[config.mk]
export PLATFORM = sky130hd
export DESIGN_NAME = dbcs_char_locate_and_step_core
export DESIGN_NICKNAME = d
export VERILOG_FILES = /design/src/rtl/core/dbcs_cl_pkg.sv /design/src/rtl/core/dbcs_char_locate_and_step_core.sv /design/src/rtl/core/dbcs_cl_front.sv /design/src/rtl/core/dbcs_cl_back.sv
export SDC_FILE = /design/constraint.sdc
export NUM_CORES = 1
export LEC_CHECK = 0
export BUFFER_PORTS_ARGS = -buffer_cell sky130_fd_sc_hd__clkbuf_2
export CAP_MARGIN = 20
export CORE_ASPECT_RATIO = 0.6
export CORE_MARGIN = 1
export CORE_UTILIZATION = 40
export DETAILED_ROUTE_END_ITERATION = 8
export PLACE_DENSITY_LB_ADDON = 0.08
export RECOVER_POWER = 25
export SYNTH_ARGS = -nofsm -noshare
export SYNTH_HDL_FRONTEND = slang
export SYNTH_SLANG_ARGS = --single-unit
[constraint.sdc]
create_clock -name clk -period 7.79 [get_ports clk]
set_input_delay 1.558 -clock clk [delete_from_list [all_inputs] [get_ports clk]]
set_output_delay 1.558 -clock clk [all_outputs]
set_load 0.1 [all_outputs]
[src/rtl/core/dbcs_cl_pkg.sv]
// shared types, codes and constants for the two-byte character locate/step core
// no dependencies

package dbcs_cl_pkg;

	// result status codes
	typedef enum logic [1:0] {
		ST_OK         = 2'd0,
		ST_NO_SUBBOOK = 2'd1,
		ST_NO_CHAR    = 2'd2,
		ST_NO_FONT    = 2'd3
	} status_t;

	// configuration register indexes
	typedef enum logic [2:0] {
		REG_SUBBOOK    = 3'd0,
		REG_CHARSET    = 3'd1,
		REG_FONT_PAGE  = 3'd2,
		REG_FONT_START = 3'd3,
		REG_FONT_END   = 3'd4
	} reg_idx_t;

	localparam int unsigned PIPE_DEPTH = 5;

	localparam logic [7:0] CELL_LO_JIS   = 8'h21;
	localparam logic [7:0] CELL_HI_JIS   = 8'h7e;
	localparam logic [7:0] ROW_JIS       = 8'h5e;
	localparam logic [7:0] CELL_LO_LATIN = 8'h01;
	localparam logic [7:0] CELL_HI_LATIN = 8'hfe;
	localparam logic [7:0] ROW_LATIN     = 8'hfe;

	// linear position and reciprocal divide widths
	localparam int unsigned POS_W       = 17;
	localparam int unsigned RECIP_SHIFT = 18;
	localparam int unsigned RECIP_W     = 12;
	localparam int unsigned PROD_W      = POS_W + RECIP_W;
	localparam int unsigned QUO_W       = PROD_W - RECIP_SHIFT;
	localparam int unsigned REM_W       = 9;
	localparam int unsigned RES_W       = QUO_W + 9;

	localparam logic [RECIP_W-1:0] RECIP_JIS   = RECIP_W'((1 << RECIP_SHIFT) / ROW_JIS);
	localparam logic [RECIP_W-1:0] RECIP_LATIN = RECIP_W'((1 << RECIP_SHIFT) / ROW_LATIN);

	typedef struct packed {
		logic        sub_sel;
		logic        latin;
		logic [15:0] font_page;
		logic [15:0] font_start;
		logic [15:0] font_end;
	} cfg_t;

	// request state leaving the front stages
	typedef struct packed {
		logic                    cmd_step;
		logic                    bwd;
		logic                    fail;
		status_t                 status;
		logic [POS_W-1:0]        pos;
		logic signed [17:0]      idx;
	} front_t;

	// request state leaving the divide / offset stages
	typedef struct packed {
		logic                    cmd_step;
		logic                    bwd;
		logic                    fail;
		status_t                 status;
		logic [QUO_W-1:0]        quo;
		logic [REM_W-1:0]        rem;
		logic [31:0]             loc;
	} back_t;

	function automatic logic [7:0] cell_lo(input logic latin);
		return latin ? CELL_LO_LATIN : CELL_LO_JIS;
	endfunction

	function automatic logic [7:0] cell_hi(input logic latin);
		return latin ? CELL_HI_LATIN : CELL_HI_JIS;
	endfunction

	function automatic logic [7:0] row_cells(input logic latin);
		return latin ? ROW_LATIN : ROW_JIS;
	endfunction

	function automatic logic [RECIP_W-1:0] row_recip(input logic latin);
		return latin ? RECIP_LATIN : RECIP_JIS;
	endfunction

endpackage

[src/rtl/core/dbcs_char_locate_and_step_core.sv]
// top level of the two-byte character locate/step core: config registers,
// front and back stages, final range check and result register
// depends on dbcs_cl_pkg, dbcs_cl_front, dbcs_cl_back

// A request is taken in every cycle that start is high; busy is always low.
// Each request gives exactly one result, shown with done for one cycle, in
// request order. The five stages are: code
// checks and row products, linear position, reciprocal multiply and record
// offset multiply, remainder, and the final correction with range check.
// Configuration writes are taken at once (cfg_ready is always high) and
// must be made while no request is in flight.

module dbcs_char_locate_and_step_core #(
	parameter int unsigned PAGE_BYTES   = 2048,
	parameter int unsigned RECORD_BYTES = 32
) (
	input  logic               clk,
	input  logic               arst_n,
	input  logic               start,
	output logic               busy,
	input  logic               command,
	input  logic [15:0]        char_code,
	input  logic signed [16:0] step_count,
	output logic               done,
	output logic [1:0]         status,
	output logic signed [16:0] new_code,
	output logic [31:0]        location,
	input  logic               cfg_valid,
	output logic               cfg_ready,
	input  logic [2:0]         cfg_index,
	input  logic [15:0]        cfg_data
);
	import dbcs_cl_pkg::*;

	cfg_t             cfg_q;
	logic             vld_s2;
	front_t           front_s2;
	logic             vld_s4;
	back_t            back_s4;

	logic [7:0]       per;
	logic [QUO_W-1:0] quo;
	logic [REM_W-1:0] rem;
	logic [RES_W-1:0] res;
	logic             range_fail;
	logic             ok;

	logic             done_s5;
	status_t          status_s5;
	logic [16:0]      new_code_s5;
	logic [31:0]      location_s5;

	assign busy      = 1'b0;
	assign cfg_ready = 1'b1;

	always_ff @(posedge clk or negedge arst_n) begin
		if (!arst_n) begin
			cfg_q <= '0;
		end else if (cfg_valid && cfg_ready) begin
			unique case (reg_idx_t'(cfg_index))
				REG_SUBBOOK:    cfg_q.sub_sel    <= cfg_data[0];
				REG_CHARSET:    cfg_q.latin      <= cfg_data[0];
				REG_FONT_PAGE:  cfg_q.font_page  <= cfg_data;
				REG_FONT_START: cfg_q.font_start <= cfg_data;
				REG_FONT_END:   cfg_q.font_end   <= cfg_data;
				default:        cfg_q            <= cfg_q;
			endcase
		end
	end

	dbcs_cl_front u_front (
		.clk        (clk),
		.arst_n     (arst_n),
		.cfg        (cfg_q),
		.in_vld     (start && !busy),
		.command    (command),
		.char_code  (char_code),
		.step_count (step_count),
		.vld_s2     (vld_s2),
		.front_s2   (front_s2)
	);

	dbcs_cl_back #(
		.PAGE_BYTES   (PAGE_BYTES),
		.RECORD_BYTES (RECORD_BYTES)
	) u_back (
		.clk      (clk),
		.arst_n   (arst_n),
		.cfg      (cfg_q),
		.vld_s2   (vld_s2),
		.front_s2 (front_s2),
		.vld_s4   (vld_s4),
		.back_s4  (back_s4)
	);

	assign per = row_cells(cfg_q.latin);

	always_comb begin
		quo = back_s4.quo;
		rem = back_s4.rem;
		if (rem >= REM_W'(per)) begin
			quo = back_s4.quo + QUO_W'(1);
			rem = back_s4.rem - REM_W'(per);
		end
	end

	assign res = {quo, 8'h00} + RES_W'(rem) + RES_W'(cell_lo(cfg_q.latin));

	// forward moves only grow the code, backward moves only shrink it
	assign range_fail = back_s4.bwd ? (res < RES_W'(cfg_q.font_start))
		: (res > RES_W'(cfg_q.font_end));
	assign ok = !back_s4.fail && !(back_s4.cmd_step && range_fail);

	always_ff @(posedge clk or negedge arst_n) begin
		if (!arst_n) begin
			done_s5 <= 1'b0;
		end else begin
			done_s5 <= vld_s4;
		end
	end

	always_ff @(posedge clk) begin
		status_s5   <= ok ? ST_OK : (back_s4.fail ? back_s4.status : ST_NO_CHAR);
		new_code_s5 <= (ok && back_s4.cmd_step) ? res[16:0] : '1;
		location_s5 <= (ok && !back_s4.cmd_step) ? back_s4.loc : 32'd0;
	end

	assign done     = done_s5;
	assign status   = status_s5;
	assign new_code = $signed(new_code_s5);
	assign location = location_s5;

endmodule

[src/rtl/core/dbcs_cl_front.sv]
// front stages: code checks, row products, linear position and record index
// depends on dbcs_cl_pkg

module dbcs_cl_front (
	input  logic                clk,
	input  logic                arst_n,
	input  dbcs_cl_pkg::cfg_t   cfg,
	input  logic                in_vld,
	input  logic                command,
	input  logic [15:0]         char_code,
	input  logic signed [16:0]  step_count,
	output logic                vld_s2,
	output dbcs_cl_pkg::front_t front_s2
);
	import dbcs_cl_pkg::*;

	logic [7:0]         row;
	logic [7:0]         code_cell;
	logic [7:0]         lo;
	logic [7:0]         hi;
	logic [7:0]         per;
	logic               bwd_c;
	logic               code_ok;
	logic               fail_c;
	status_t            status_c;
	logic signed [8:0]  rowdiff;

	logic               vld_s1;
	logic               cmd_s1;
	logic               bwd_s1;
	logic               fail_s1;
	status_t            status_s1;
	logic signed [16:0] count_s1;
	logic [15:0]        row_prod_s1;
	logic [7:0]         cell_off_s1;
	logic signed [16:0] rowdiff_prod_s1;
	logic signed [8:0]  celldiff_s1;

	logic signed [17:0] pos_c;
	logic signed [17:0] idx_c;
	front_t             front_c;

	assign row       = char_code[15:8];
	assign code_cell = char_code[7:0];
	assign lo        = cell_lo(cfg.latin);
	assign hi        = cell_hi(cfg.latin);
	assign per       = row_cells(cfg.latin);
	assign bwd_c     = command && step_count[16];
	assign code_ok   = (char_code >= cfg.font_start) && (char_code <= cfg.font_end)
		&& (code_cell >= lo) && (code_cell <= hi);
	assign rowdiff   = $signed({1'b0, row}) - $signed({1'b0, cfg.font_start[15:8]});

	always_comb begin
		fail_c   = 1'b1;
		status_c = ST_NO_CHAR;
		priority if (!cfg.sub_sel) begin
			status_c = ST_NO_SUBBOOK;
		end else if (cfg.font_page == 16'd0) begin
			status_c = bwd_c ? ST_NO_FONT : ST_NO_CHAR;
		end else if (!code_ok) begin
			status_c = ST_NO_CHAR;
		end else begin
			fail_c   = 1'b0;
			status_c = ST_OK;
		end
	end

	always_ff @(posedge clk or negedge arst_n) begin
		if (!arst_n) begin
			vld_s1 <= 1'b0;
			vld_s2 <= 1'b0;
		end else begin
			vld_s1 <= in_vld;
			vld_s2 <= vld_s1;
		end
	end

	always_ff @(posedge clk) begin
		cmd_s1          <= command;
		bwd_s1          <= bwd_c;
		fail_s1         <= fail_c;
		status_s1       <= status_c;
		count_s1        <= step_count;
		row_prod_s1     <= 16'(16'(row) * 16'(per));
		cell_off_s1     <= code_cell - lo;
		rowdiff_prod_s1 <= 17'(17'(rowdiff) * 17'($signed({1'b0, per})));
		celldiff_s1     <= $signed({1'b0, code_cell}) - $signed({1'b0, cfg.font_start[7:0]});
	end

	// position counted in legal cells from row 0
	assign pos_c = $signed({2'b00, row_prod_s1}) + $signed({10'd0, cell_off_s1})
		+ 18'(count_s1);
	assign idx_c = 18'(rowdiff_prod_s1) + 18'(celldiff_s1);

	always_comb begin
		front_c.cmd_step = cmd_s1;
		front_c.bwd      = bwd_s1;
		front_c.fail     = fail_s1;
		front_c.status   = status_s1;
		front_c.pos      = pos_c[POS_W-1:0];
		front_c.idx      = idx_c;
		if (!fail_s1 && cmd_s1 && pos_c[17]) begin
			front_c.fail   = 1'b1;
			front_c.status = ST_NO_CHAR;
		end
	end

	always_ff @(posedge clk) begin
		front_s2 <= front_c;
	end

endmodule

[src/rtl/core/dbcs_cl_back.sv]
// middle stages: reciprocal divide by row length and record byte offset
// depends on dbcs_cl_pkg

module dbcs_cl_back #(
	parameter int unsigned PAGE_BYTES   = 2048,
	parameter int unsigned RECORD_BYTES = 32
) (
	input  logic                clk,
	input  logic                arst_n,
	input  dbcs_cl_pkg::cfg_t   cfg,
	input  logic                vld_s2,
	input  dbcs_cl_pkg::front_t front_s2,
	output logic                vld_s4,
	output dbcs_cl_pkg::back_t  back_s4
);
	import dbcs_cl_pkg::*;

	logic                vld_s3;
	logic                cmd_s3;
	logic                bwd_s3;
	logic                fail_s3;
	status_t             status_s3;
	logic [POS_W-1:0]    pos_s3;
	logic [PROD_W-1:0]   prod_s3;
	logic [31:0]         rec_s3;
	logic [31:0]         page_base_s3;

	logic [QUO_W-1:0]    quo_est;
	logic [17:0]         rem_full;
	back_t               back_c;

	always_ff @(posedge clk or negedge arst_n) begin
		if (!arst_n) begin
			vld_s3 <= 1'b0;
			vld_s4 <= 1'b0;
		end else begin
			vld_s3 <= vld_s2;
			vld_s4 <= vld_s3;
		end
	end

	always_ff @(posedge clk) begin
		cmd_s3       <= front_s2.cmd_step;
		bwd_s3       <= front_s2.bwd;
		fail_s3      <= front_s2.fail;
		status_s3    <= front_s2.status;
		pos_s3       <= front_s2.pos;
		prod_s3      <= PROD_W'(PROD_W'(front_s2.pos) * PROD_W'(row_recip(cfg.latin)));
		rec_s3       <= 32'(32'(front_s2.idx) * 32'(RECORD_BYTES));
		page_base_s3 <= 32'(32'(cfg.font_page - 16'd1) * 32'(PAGE_BYTES));
	end

	// quotient estimate is low by at most one, fixed in the last stage
	assign quo_est  = prod_s3[RECIP_SHIFT +: QUO_W];
	assign rem_full = 18'(pos_s3) - 18'(18'(quo_est) * 18'(row_cells(cfg.latin)));

	always_comb begin
		back_c.cmd_step = cmd_s3;
		back_c.bwd      = bwd_s3;
		back_c.fail     = fail_s3;
		back_c.status   = status_s3;
		back_c.quo      = quo_est;
		back_c.rem      = rem_full[REM_W-1:0];
		back_c.loc      = page_base_s3 + rec_s3;
	end

	always_ff @(posedge clk) begin
		back_s4 <= back_c;
	end

endmodule

* Word level (Yosys, flattened, before mapping)
Cells that the tools add are included.
** Storage, ports and cells
- Input port bits :: 57
- Logic and storage cells :: 109
- Register bits after elaboration :: 357
- Output and inout port bits :: 54
** Operators by class
- Reductions and logical operators :: 23
- Equal/unequal tests :: 4
- Multiplexer cells :: 12
- Order comparisons :: 7
- Multipliers :: 4
- Bitwise operators :: 2
- $add $sub $neg :: 13
** Operators with widths (number)
- $add 32x32->32 :: 1
- $mul 17x12->29 :: 1
- $add 19x9->20 :: 1
- $add 20x6->20 :: 1
- $gt 20x16->1 :: 1
- $lt 20x16->1 :: 1
- $add 17x9->18 :: 1
- $add 18x17->18 :: 1
- $sub 8x8->9 :: 2
- $add 16x8->17 :: 1
- $mul 9x9->17 :: 1
- $sub 16x1->17 const B :: 1
- $ge 16x16->1 :: 1
- $le 16x16->1 :: 1
- $logic_not 16->1 :: 1
- $mul 8x8->16 :: 1
- $mux 8 :: 2
- $mux 12 :: 1
- $add 11x1->11 const B :: 1
- $mul 11x8->9 :: 1
- $mux 11 :: 1
- $logic_and 1x1->1 :: 10
- $reduce_and 2->1 :: 5
- $ge 9x8->1 :: 1
- other kinds (16) :: 26

* Logic depth before layout (Yosys ltp)
- Depth in word-level cells :: 11
- Gate-level depth with buffers :: 27
- Mapped depth without buffers :: 27

* Modules after synthesis
Synthesis repeated with hierarchy kept, for this count alone.
** Unflattened totals
- Cells, all modules :: 2349
- Area total of the unflattened synthesis :: 23059.6 µm²
** By module, submodules not included
- dbcs_cl_front :: cells each 922, sequential area each 2252.2 µm², area each 8926.1 µm², times used 1
- dbcs_cl_back :: cells each 854, sequential area each 2292.2 µm², area each 8557.0 µm², times used 1
- dbcs_char_locate_and_step_core :: cells each 573, sequential area each 2297.2 µm², area each 5576.6 µm², times used 1

* Least setup slack after synthesis
OpenSTA, ideal clock, no wires.
- Path kind :: input port to flip-flop
- Start point :: in char_code[8]
- End point :: reg u_front.rowdiff_prod_s1[15]
- Path slack :: 0.932 ns
- Path buffers :: 0
- Arrival time :: 6.786 ns
- Stages on the path :: 26
- Required time :: 7.718 ns
- Library setup time :: 0.072 ns
- Cell sequence :: inv_1 > ha_1 > inv_1 > fa_1 > nand2_1 > nand2_1 > a21oi_1 > o21ai_0 > xnor2_1 > inv_1 > fa_1 > inv_1 > fa_1 > inv_1 > fa_1 > inv_1 > fa_1 > ha_1 > a21boi_0 > o21ai_0 > nand2_1 > a21o_1 > a21o_1 > a21o_1 > a21oi_1 > xnor2_1
** Between the ends
- Cells in the longest elaborated chain, start to end :: 2
** RTL lines
- start: declaration :: RTL line dbcs_char_locate_and_step_core.sv:22 : input logic [15:0] char_code,
- $sub 8x8->9 :: RTL line dbcs_cl_front.sv:51 : assign rowdiff = $signed({1'b0, row}) - $signed({1'b0, cfg.font_start[15:8]});
- $mul 9x9->17 :: RTL line dbcs_cl_front.sv:86 : rowdiff_prod_s1 <= 17'(17'(rowdiff) * 17'($signed({1'b0, per})));
- end signal: assignment :: RTL line dbcs_cl_front.sv:86
- end: declaration :: RTL line dbcs_cl_front.sv:36 : logic signed [16:0] rowdiff_prod_s1;
Every way passes these cells.
A chain may end at the register's enable or synchronous reset.

* Worst setup path in the final report
Ends and elaborated chain as after synthesis.

==> impl_metrics.json <==
{
  "reg2regPathDepth": 19,
  "htreeDepth": 2,
  "die_area_um2": 56200,
  "worst-path-buf-inv": 6,
  "area_delta_synth_final_pct": 12.3,
  "grt_usage": 0.206,
  "min_path_type": "register to register",
  "syn_avg_cell_area_um2": 10.1,
  "cp_top_family": "adder cells",
  "fin_crit_ns": 7.01,
  "rsz0062_at_grt": "no",
  "antenna_found_initial": 1,
  "drtIter0Drc": 987,
  "slowest_stage": "fa_1",
  "max_stage_delay_ns": 0.54,
  "core_area_um2": 54300,
  "crit_path_start": "char_code[8]",
  "rr_startpoint": "cfg_q[48]",
  "first_pass_iters": 5,
  "finalHoldViolations": 0,
  "cp.arrival_ns": 7.47,
  "synthArstFlopShare": 0.170,
  "insertion_delay_ns": 0.55,
  "cap_viol_max_count": 0,
  "nFillCells": 5140,
  "root_buffer": "clkbuf_16",
  "start_util": 0.407,
  "drt-total-wl_um": 56400,
  "rows": 66,
  "vias": 15200,
  "r2r_end": "u_back.prod_s3[28]",
  "gp_congestion": 0.867,
  "numPortBuffers": 103,
  "syn_inst": 2181,
  "synthDistinctLibCells": 83,
  "cts_hold_buffers": 0,
  "path_max_fanout": 4,
  "cts_buffers": 34,
  "clockBufferDepth": 3,
  "skew_ns": 0.0179,
  "critical_path.endpoint": "u_front.rowdiff_prod_s1[15]",
  "ys_seq_area_frac": 0.305,
  "die_h_um": 184,
  "fin_util": 0.456,
  "nets": 2873,
  "cts_sinks": 323,
  "path_depth": 28,
  "io_pins": 111,
  "worstSetupPathType": "primary input to register",
  "ys_warn_count": 0,
  "route.detailed.drc": 0,
  "grt_max_degree": 56,
  "dp_hpwl_um": 47000,
  "synthFlopType": "dfxtp_1",
  "grt_pass1_wl_um": 87900,
  "overflow": 0,
  "setup.worst_path.end_class": "register",
  "required_ns": 8.25,
  "r2r_slack_ns": 1.08,
  "cts_tree": "done",
  "vias_per_cell": 4.97,
  "drtAntennaViolNets": 0,
  "fmax_mhz": 143,
  "cts_resized": 0,
  "post_cts_buffers": 0,
  "fin_crit_sh": 0.900,
  "ys_ff_latch": 323,
  "outcome": "finished, final reports clean",
  "finalSetupViolCount": 0,
  "tightest_slew_ns": 1.08,
  "grt_pass1_vias": 14900,
  "worst_setup_path_start_kind": "primary input",
  "fin_setup_tns_ns": 0,
  "drive_above_1_share": 0.109,
  "synth_edf_count": 0,
  "relSlewSlack": 0.280,
  "avgRoutedWirePerCell_um": 18.4,
  "clk_pin_slew_ns": 0.06,
  "die_x_um": 305,
  "maxSlewViolCount": 0,
  "synth_area_um2": 22100
}
## logic make-up (layout without fill, tap and decap cells)
group	count (synthesis)	count (layout)	share of synthesized area
adder cells (fa/ha/maj)	496	496	0.335
AND/OR/NAND/NOR	460	460	0.108
XOR/XNOR	164	164	0.0650
other	2	24	0.000340
multiplexers	39	39	0.0198
AO/OA/AOI/OAI	337	337	0.102
flip-flops	323	323	0.305
buffers and inverters	360	506	0.0645
## layer usage
metal / wire length (um) / up-vias / global-route usage
li1: - / 7525 / -
met1: 32700 / 7303 / 0.355
met2: 19000 / 343 / 0.251
met3: 4090 / 40 / 0.0422
met4: 531 / 2 / 0.0277
met5: 86 / - / 0.0121
## sequential cells by signal (all words and copies together) (netlist names), 2 cells and up
register	count
u_back.back_s4	52
cfg_q	50
u_front.front_s2	40
location	27
u_back.rec_s3	18
new_code	17
u_back.page_base_s3	17
u_front.count_s1	17
u_front.rowdiff_prod_s1	16
u_front.row_prod_s1	15
u_back.prod_s3	11
u_back.pos_s3	9
u_front.celldiff_s1	9
u_front.cell_off_s1	8
status	2
u_back.status_s3	2
u_front.status_s1	2
## metrics by stage
step / worst slack, ns / cells / hold WS [ns] / cell area, um2
floorplan: 0.932 / 2200 / 0.310 / 22200
global placement: 0.339 / 2997 / 0.310 / 23500
detailed placement: 0.332 / 2997 / 0.312 / 23500
CTS: 0.851 / 3059 / 0.326 / 24800
global route: 0.480 / 3060 / 0.332 / 24800
finish: 0.782 / 3063 / 0.325 / 24800
## Yosys cell counts (all sizes together), types with 41 or more instances
master | n | share of area
ha | 337 | 0.19
xor2 | 50 | 0.020
and2 | 50 | 0.014
dfxtp | 268 | 0.24
nor2b | 41 | 0.012
o21ai | 77 | 0.018
nand3 | 41 | 0.012
dfrtp | 55 | 0.062
nor2 | 104 | 0.018
a21oi | 90 | 0.020
fa | 159 | 0.14
nand2 | 116 | 0.020
xnor2 | 114 | 0.045
inv | 317 | 0.054
## placed cells by master, fill, tap and decap left out, drive strengths merged, types with 8 or more instances in the layout
master	count
a21boi	10
nand2	116
nand2b	14
o21ai	77
a21o	40
dfxtp	268
or2	9
nor2b	41
nor2	104
conb	21
clkbuf	147
buf	23
nand3	41
o41ai	8
o21a	16
mux2	35
ha	337
nor4	8
a21oi	90
a211oi	10
xnor2	114
fa	159
dfrtp	55
xor2	50
and2	50
clkinv	9
nor3	28
o31ai	8
a31oi	12
o21bai	18
nand4	15
inv	319
and3	12
## worst min-delay path by stage
stage / slack [ns] / from / end / cells after the start
3_3_place_gp: 0.31 / u_back.fail_s3 / u_back.back_s4[54] / 0
2_1_floorplan: 0.31 / u_back.rec_s3[10] / u_back.back_s4[10] / 0
6_report: 0.33 / u_front.front_s2[38] / u_back.bwd_s3 / 0
4_1_cts: 0.33 / u_front.front_s2[35] / u_back.status_s3[0] / 0
5_1_grt: 0.33 / u_front.front_s2[37] / u_back.fail_s3 / 0
3_5_place_dp: 0.31 / u_front.front_s2[7] / u_back.rec_s3[12] / 0
## cell type report
class                   instances  area, um2  share of cell area
diodes                          3       7.51            0.000303
clock buffers                  43        966              0.0390
clock inverters                19        295              0.0119
inverters                     317       1190              0.0480
multi-input cells            1517      14000               0.564
flip-flops and latches        323       6740               0.272
well taps                     714        893              0.0360
repair buffers                127        709              0.0286
## worst register-to-register path, delay by kind of cell, from the launching register on
family	cells	cell delay, ns
flops	1	0.54
buf+inv	3	0.36
xor+xnor	1	0.13
fa+ha+maj	6	2.80
compound gates	5	1.39
simple gates	4	1.37
Power is not shown: default switching activity piles up to over one toggle a cycle in this logic, so the estimate is an artifact.
